**src/rtl/fwk_pkg.sv**
```systemverilog
// ----------------------------------------------------------------------------
// fwk_pkg
// Shared widths, request codes and inter-module structs for the binary
// indexed tree block.
// ----------------------------------------------------------------------------
package fwk_pkg;

  localparam int unsigned TYPE_W  = 2;
  localparam int unsigned SIZE_W  = 11;   // slot index, size and rank fields
  localparam int unsigned IDX_W   = 12;   // walk index, room for i + lowbit(i)
  localparam int unsigned DELTA_W = 16;
  localparam int unsigned SUM_W   = 32;

  localparam logic [TYPE_W-1:0] REQ_ADD    = 2'd0;
  localparam logic [TYPE_W-1:0] REQ_PREFIX = 2'd1;
  localparam logic [TYPE_W-1:0] REQ_SEARCH = 2'd2;

  localparam logic [SIZE_W-1:0] SIZE_RESET = 11'd1024;

  // accepted input word
  typedef struct packed {
    logic [TYPE_W-1:0]  req_type;
    logic [SIZE_W-1:0]  slot_index;
    logic [DELTA_W-1:0] delta;
    logic [SIZE_W-1:0]  rank_k;
  } item_t;

  // one tree walk: add (walk up) or prefix sum (walk down)
  typedef struct packed {
    logic              valid;
    logic              is_add;
    logic [IDX_W-1:0]  idx;
    logic [SUM_W-1:0]  addend;
  } walk_req_t;

  typedef struct packed {
    logic              done;
    logic [SUM_W-1:0]  sum;
  } walk_rsp_t;

  typedef struct packed {
    logic              valid;
    logic [SUM_W-1:0]  value;
  } res_t;

  // lowest set bit of a walk index
  function automatic logic [IDX_W-1:0] low_bit(input logic [IDX_W-1:0] x);
    return x & (~x + 1'b1);
  endfunction

endpackage

```
**src/rtl/fwk_ctrl.sv**
```systemverilog
// ----------------------------------------------------------------------------
// fwk_ctrl
// Request sequencer: decodes a word, issues add / prefix walks, and runs the
// binary search for the k-th free slot as a series of prefix walks.
// ----------------------------------------------------------------------------
module fwk_ctrl (
  input  logic                        clk_i,
  input  logic                        rst_ni,
  input  logic                        start_i,
  input  fwk_pkg::item_t              item_i,
  input  logic [fwk_pkg::SIZE_W-1:0]  n_i,
  output logic                        ready_o,
  input  logic                        walk_idle_i,
  output fwk_pkg::walk_req_t          walk_req_o,
  input  fwk_pkg::walk_rsp_t          walk_rsp_i,
  input  logic                        out_free_i,
  output fwk_pkg::res_t               res_o
);
  import fwk_pkg::*;

  typedef enum logic [2:0] {C_IDLE, C_WALK, C_TEST, C_WAIT, C_OUT} state_e;

  state_e            state_q, state_d;
  logic              want_q, want_d;
  logic [IDX_W-1:0]  lo_q, lo_d, hi_q, hi_d, found_q, found_d, mid_q, mid_d;
  logic [SIZE_W-1:0] k_q, k_d;
  logic [SUM_W-1:0]  result_q, result_d;

  logic [IDX_W:0]    lo_hi;
  logic [IDX_W-1:0]  mid, n_ext, slot_ext;
  logic signed [SUM_W+1:0] free_cnt;
  logic              hit;

  assign n_ext    = {1'b0, n_i};
  assign slot_ext = {1'b0, item_i.slot_index};
  assign lo_hi    = {1'b0, lo_q} + {1'b0, hi_q};
  assign mid      = lo_hi[IDX_W:1];
  // mid - prefix(mid), exact in 34 bits
  assign free_cnt = $signed({{(SUM_W + 2 - IDX_W){1'b0}}, mid_q})
                  - $signed({{2{walk_rsp_i.sum[SUM_W-1]}}, walk_rsp_i.sum});
  assign hit      = free_cnt >= $signed({{(SUM_W + 2 - SIZE_W){1'b0}}, k_q});

  always_comb begin
    state_d  = state_q;
    want_d   = want_q;
    lo_d     = lo_q;
    hi_d     = hi_q;
    found_d  = found_q;
    mid_d    = mid_q;
    k_d      = k_q;
    result_d = result_q;
    walk_req_o.valid  = 1'b0;
    walk_req_o.is_add = 1'b0;
    walk_req_o.idx    = mid;
    walk_req_o.addend = {{(SUM_W - DELTA_W){item_i.delta[DELTA_W-1]}}, item_i.delta};
    unique case (state_q)
      C_IDLE: begin
        if (start_i) begin
          case (item_i.req_type)
            REQ_ADD: begin
              walk_req_o.valid  = 1'b1;
              walk_req_o.is_add = 1'b1;
              walk_req_o.idx    = slot_ext;
              want_d  = 1'b0;
              state_d = C_WALK;
            end
            REQ_PREFIX: begin
              walk_req_o.valid = 1'b1;
              walk_req_o.idx   = (slot_ext > n_ext) ? n_ext : slot_ext;
              want_d  = 1'b1;
              state_d = C_WALK;
            end
            REQ_SEARCH: begin
              lo_d    = IDX_W'(1);
              hi_d    = n_ext;
              found_d = n_ext;
              k_d     = item_i.rank_k;
              state_d = C_TEST;
            end
            default: ;  // unused code: dropped
          endcase
        end
      end
      C_WALK: begin
        if (walk_rsp_i.done) begin
          result_d = walk_rsp_i.sum;
          state_d  = want_q ? C_OUT : C_IDLE;
        end
      end
      C_TEST: begin
        if (lo_q <= hi_q) begin
          walk_req_o.valid = 1'b1;
          walk_req_o.idx   = mid;
          mid_d   = mid;
          state_d = C_WAIT;
        end else begin
          result_d = {{(SUM_W - IDX_W){1'b0}}, found_q};
          state_d  = C_OUT;
        end
      end
      C_WAIT: begin
        if (walk_rsp_i.done) begin
          if (hit) begin
            found_d = mid_q;
            hi_d    = mid_q - 1'b1;
          end else begin
            lo_d = mid_q + 1'b1;
          end
          state_d = C_TEST;
        end
      end
      C_OUT: begin
        if (out_free_i) begin
          state_d = C_IDLE;
        end
      end
      default: state_d = C_IDLE;
    endcase
  end

  always_ff @(posedge clk_i or negedge rst_ni) begin
    if (!rst_ni) begin
      state_q  <= C_IDLE;
      want_q   <= 1'b0;
      lo_q     <= '0;
      hi_q     <= '0;
      found_q  <= '0;
      mid_q    <= '0;
      k_q      <= '0;
      result_q <= '0;
    end else begin
      state_q  <= state_d;
      want_q   <= want_d;
      lo_q     <= lo_d;
      hi_q     <= hi_d;
      found_q  <= found_d;
      mid_q    <= mid_d;
      k_q      <= k_d;
      result_q <= result_d;
    end
  end

  assign ready_o     = (state_q == C_IDLE) && walk_idle_i;
  assign res_o.valid = (state_q == C_OUT);
  assign res_o.value = result_q;

endmodule

```
**config.mk**
```make
export PLATFORM = sky130hd
export DESIGN_NAME = fwk_ctrl
export DESIGN_NICKNAME = d
export VERILOG_FILES = /design/src/rtl/fwk_pkg.sv /design/src/rtl/fwk_ctrl.sv
export SDC_FILE = /design/constraint.sdc
export NUM_CORES = 1
export LEC_CHECK = 0
export BUFFER_PORTS_ARGS = -buffer_cell sky130_fd_sc_hd__buf_2
export CAP_MARGIN = 10
export CORE_ASPECT_RATIO = 0.5
export CORE_MARGIN = 10
export CORE_UTILIZATION = 55
export DETAILED_ROUTE_END_ITERATION = 8
export GPL_TIMING_DRIVEN = 0
export PLACE_DENSITY = 0.81
export SYNTH_ARGS = -nofsm -noshare
export SYNTH_HDL_FRONTEND = slang
export SYNTH_SLANG_ARGS = --single-unit
```
**constraint.sdc**
```tcl
create_clock -name clk_i -period 5.2 [get_ports clk_i]
set_clock_uncertainty 0.15 [all_clocks]
set_input_delay 0.52 -clock clk_i [delete_from_list [all_inputs] [get_ports clk_i]]
set_output_delay 0.52 -clock clk_i [all_outputs]
set_load 0.03 [all_outputs]
```
# --- Yosys cells after proc, flatten, opt, wreduce, memory -nomap -nowiden ---
# Index checks and enable logic that the tools add are counted.
word_totals:
  out_inout_bits: 80
  regBits: 95
classes:
  n_addsub: 4
  n_eq_ne: 15
  n_mux: 34
  order_cmp: 3
  reduce_logical: 14
ops:
  columns: ["cell", "n"]
  rows:
  - ["two-way mux 12 bit", 11]
  - ["case mux 12 bit (2 select lines)", 4]
  - ["two-way mux 32 bit", 2]
  - ["case mux 32 bit (2 select lines)", 1]
  - ["greater-or-equal comparator 33 x 12 -> 1 bit", 1]
  - ["subtractor 13 x 32 -> 33 bit", 1]
  - ["two-way mux 3 bit", 6]
  - ["case mux 3 bit (5 select lines)", 1]
  - ["AND reduction 5 bit", 3]
  - ["two-way mux 14 bit", 1]
  - ["!= test 2 bit, second input constant", 7]
  - ["adder 12 x 12 -> 13 bit", 1]
  - ["adder 12 x 1 -> 12 bit, second input constant", 1]
  - ["<= comparator 12 bit", 1]
  - ["subtractor 12 x 1 -> 12 bit, second input constant", 1]
  - ["> comparator 11 bit", 1]
  - ["two-way mux 11 bit", 1]
  - ["AND reduction 3 bit", 3]
  - ["== test 3 x 2 -> 1 bit, second input constant", 2]
  - ["case mux 3 bit (2 select lines)", 1]
  - ["nonzero test 2 bit", 3]
  - ["two-way mux 1 bit", 4]
  - ["case mux 1 bit (2 select lines)", 2]
  - ["== test 3 x 1 -> 1 bit, second input constant", 1]
  - ["10 further kinds", 10]

# --- Depth between registers and ports, before layout ---
depth:
  depth_word: 5
  mapped_depth: 22

# --- Worst setup path before layout ---
# OpenSTA, ideal clock, no wires.
synth_timing:
  path_type: "input -> register"
  start: "input walk_rsp_i[0] in the netlist's numbering"
  end: "register found_q[6]"
  cell_stages: 21
  setup_time_ns: 0.123
  path_buffers: 1
  t_required_ns: 4.927
  slack_ns: 0.688
  arrival_time_ns: 4.239
  cell_sequence: "ha_1 -> fa_1 -> nand2b_1 -> a21oi_2 -> nor2_1 -> o21ai_0 -> a21o_1 -> a21oi_1 -> xnor2_1 -> ha_1 -> nand2_1 -> nor2_1 -> a211oi_1 -> and3_1 -> o2bb2ai_1 -> nand4_1 -> nor4_4 -> a31o_2 -> a21oi_4 -> buf_6 -> o221a_1"
synth_between:
  elab_chain_cells: 4
synth_rtl:
  columns: ["element", "line", "rtl"]
  rows:
  - ["start, declared", "fwk_ctrl.sv:15", "input fwk_pkg::walk_rsp_t walk_rsp_i,"]
  - ["subtractor 13 x 32 -> 33 bit", "fwk_ctrl.sv:40", "- $signed({{2{walk_rsp_i.sum[SUM_W-1]}}, walk_rsp_i.sum});"]
  - ["greater-or-equal comparator 33 x 12 -> 1 bit", "fwk_ctrl.sv:41", "assign hit = free_cnt >= $signed({{(SUM_W + 2 - SIZE_W){1'b0}}, k_q});"]
  - ["!= test 2 bit (no line)", null, null]
  - ["AND reduction 5 bit (no line)", null, null]
  - ["end signal, assigned", "fwk_ctrl.sv:136", "found_q <= found_d;"]
  - ["end, declared", "fwk_ctrl.sv:25", "logic [IDX_W-1:0] lo_q, lo_d, hi_q, hi_d, found_q, found_d, mid_q, mid_d;"]
# No other way between the ends.
# A chain may end at the register's enable or synchronous reset.

# --- Worst setup path after layout ---
layout_timing:
  start: "register mid_q[0]"
  end: "register hi_q[5]"
layout_between:
  elab_chain_cells: 4
  word_cells_on_any_way: 8
  classes_between: "add/sub: 2; order compare: 1; eq/ne: 1; mux: 3; reduce/logical: 1"
layout_rtl:
  columns: ["element", "line", "rtl"]
  rows:
  - ["start, declared", "fwk_ctrl.sv:25", null]
  - ["start signal, assigned", "fwk_ctrl.sv:137", "mid_q <= mid_d;"]
  - ["subtractor 13 x 32 -> 33 bit or subtractor 12 x 1 -> 12 bit (tied branches)", "fwk_ctrl.sv:40, fwk_ctrl.sv:105", null]
  - ["greater-or-equal comparator 33 x 12 -> 1 bit or two-way mux 12 bit (tied branches)", "fwk_ctrl.sv:41, fwk_ctrl.sv:103", null]
  - ["!= test 2 bit (no line) or two-way mux 12 bit (tied branches)", null, null]
  - ["AND reduction 5 bit (no line) or case mux 12 bit (2 select lines) (tied branches)", null, null]
  - ["end signal, assigned", "fwk_ctrl.sv:135", "hi_q <= hi_d;"]
  - ["end, declared", "fwk_ctrl.sv:25", null]
# Several ways; a longest one is shown, not always the timed one. The select of a mux whose other input is x is not followed.

==> run summary <==
Die Y-Extent = 100.6 um
Most frequent cell after synthesis = nand2_1
PwrDens = 576.0 nW/um^2
Layout Nets = 1127
Vias/cell = 5.761
Mux contribution to synthesized area = 5.581%
YS warnings = 0
CORE AREA = 12700 um^2
Setup crit end kind = flip-flop
CTS tree = done
Fmax = 204.6 MHz
Clock sink count = 95
Worst-Margin Slew = 1.010 ns
CTS clk-pin slew, worst paths = 0.07 ns
Final core utilization = 66.89%
First-pass GRT wire length = 33130 um
Die width = 181.3 um
Global-route usage over all layers = 21.82%
DP Cell Count = 1133
Setup WS post-layout = 0.3113 ns
Syn Nets = 962
CTS root buffer = clkbuf_16
Post-Route Setup TNS = 0 ns
Final min period = 4.889 ns
I/O Buffers = 151
Clock H-tree levels = 3
Syn Area/Cell = 8.819 um^2
Asr flop ratio synth = 100.0%
Vias in the first global route = 6679
Io pins = 169
Place WS = -0.1209 ns
EDFF count, synth = 0
# diodes = 0
Critical path type = flip-flop to flip-flop
Final WL = 20570 um
Final setup violation count = 0
GP Congestion = 0.9342
CP startpoint kind = flip-flop
DPL Wire Length = 16290 um
Synth Area in Compound Gates = 19.35%
Synth area leader = dfrtp_1
Worst EP arrival = 4.98 ns
CTS max path bufs = 2
Synth top cells by count = nand2_1 (107), dfrtp_1 (95), inv_1 (63), ha_1 (60), o21ai_0 (53)
RSZ-0062 raised after global routing = false
Inserted Clock Buffers = 9
Area Overhead vs Synth = 18.77%
Clk_lat worst skew = 0.35 ns
Crit-path cells = inv_1 > ha_1 > fa_1 > nand2b_1 > a21oi_2 > nor2_1 > o21ai_1 > a21o_1 > a21oi_1 > xnor2_1 > ha_1 > nand2_1 > nor2_1 > a211oi_2 > and3_1 > o2bb2ai_1 > nand4_1 > nor4_4 > a31o_4 > a21oi_4 > buf_2 > o211ai_1
Grt total ovfl = 0
Crit-path max FO = 10
Share of post-route cells with drive strength above 1 = 24.57%
Post-synthesis sequential area ratio = 33.24%
Max incr delay on CP = 0.45 ns
Post-synth top area share = 33.24%
MaxCap Viol Count = 0
Slew Limit Fails = 0
Main combinational cell family by area after synthesis = compound AO/OA/AOI/OAI gates
Area of the die = 18240 um^2
Drt wl/cell = 17.87 um
TritonRoute pass-1 iters = 5
Max_slew headroom = 32.44%
Unique masters post-synth = 68
Initial antenna violation count = 0
Critical Path RT = 5.30 ns
Top_reg_cell synth = dfrtp_1
Num rows = 29
FF+latch count, synth = 95
Leakage = 4.218 nW
Via count = 6631
Tcrit/Tclk final = 94.01%
Critical Path Slowest Stage Cell = dfrtp_2
Synth top area cells = dfrtp_1 (33%), ha_1 (10%), nand2_1 (5.6%)
Post-Syn Instances = 811
Largest net degree at the start of global routing = 74
Antenna-violating nets left = 0
Post-Synth Adder-Cell Area = 11.06%
DRC = 0
Peak supply drop = 0.2631 mV
Finished Layout Cells = 1151
Synth Area in XOR/XNOR = 5.511%
HP Class = input port to flip-flop
Initial Util = 56.32%
Status = finished clean
Netlist Area Pre-Place = 7152 um^2
Initial DRC count = 575
Post-Synth Simple-Gate Area = 16.43%
Final Hold Fails = 0
## final timing paths
path,start,endpoint,slack [ns],cells after the start
hold reg to reg,result_q[1],result_q[1],0.32,2
max in group asynchronous,rst_ni,result_q[29],3.75,3
hold / removal,item_i[4],k_q[4],0.22,3
setup reg to reg,mid_q[0],hi_q[5],0.31,22
min in group asynchronous,rst_ni,lo_q[7],0.48,2
setup / recovery,mid_q[0],hi_q[5],0.31,22
## critical path: cells and delay by family (launching register included)
kind            cells  cell delay [ns]
simple gates        7             1.04
fa+ha+maj           3             1.01
xor+xnor            1             0.14
buf+inv             2             0.40
compound gates      9             1.59
flops               1             0.45
## power breakdown
part | total [mW] | leakage (nW) | switching, mW | internal [mW]
clock network | 0.679 | 0.149 | 0.292 | 0.386
logic | 2.93 | 2.90 | 1.85 | 1.08
registers | 1.29 | 1.17 | 0.224 | 1.06
## per-stage QoR
step                      total power, mW  cell area [um^2]  hold slack [ns]
after floorplan                     3.365              7152          0.07441
after global placement              4.071              8120           0.3057
after detailed placement            4.161              8150           0.2944
after CTS                           4.875              8473           0.2216
after global routing                5.242              8494           0.2259
final                               4.892              8494           0.2232
## per-layer routing
metal	vias to the layer above	global-route usage [%]	wire (um)
met5	-	0	0
li1	3152	-	-
met2	263	36.40	9623
met1	3173	27.18	8965
met3	43	5.269	1467
met4	0	7.955	516
## cell type report
type	instances	area, um^2
fillers	1050	4205
clock inverters	5	57.56
plain buffers	66	395.4
repair buffers	154	803.3
flip-flops and latches	95	2379
well taps	170	212.7
multi-input cells	587	4168
clock buffers	11	242.7
inverters	63	236.5
## flip-flops by register name, indices dropped and copies added, names as in the netlist
| name | cells |
|---|---|
| found_q | 12 |
| hi_q | 12 |
| k_q | 11 |
| lo_q | 12 |
| mid_q | 12 |
| result_q | 32 |
| state_q | 3 |
| want_q | 1 |
## logic make-up after synthesis
| kind of cell | after synthesis |
|---|---|
| multiplexers | 39 |
| XOR/XNOR | 45 |
| flip-flops | 95 |
| buffers and inverters | 129 |
| AND/OR/NAND/NOR | 243 |
| adder cells (fa/ha/maj) | 62 |
| AO/OA/AOI/OAI | 198 |
## timing repair
item	in CTS	in global routing
hold buffers	1	0
endpoints found under the setup margin	31	36
setup buffers	0	1
resized for setup	3	3
endpoints found under the hold margin	22	0
pin swaps	0	3
## placed cells by master (no fill, tap or decap), types with 5 or more instances in the layout
cell type    n
o21ai_1      6
o21ai_0     52
clkbuf_1    30
o221a_1      9
dfrtp_1     94
nor2_1      46
xnor2_1     31
nand2_1    107
o21a_1       5
o221ai_1     8
mux2i_1     32
and3_1       5
nand2b_1     5
nand3_1     16
clkbuf_16    9
mux2_2       7
ha_1        60
xor2_1      14
a22o_1      10
o21bai_1    10
a21oi_1     48
inv_1       63
or3_1        5
nand4_1     11
buf_4       35
a21o_1       6
nor3_1      16
nor2b_1      6
buf_2      151
Power figures use the tool's default switching activity.
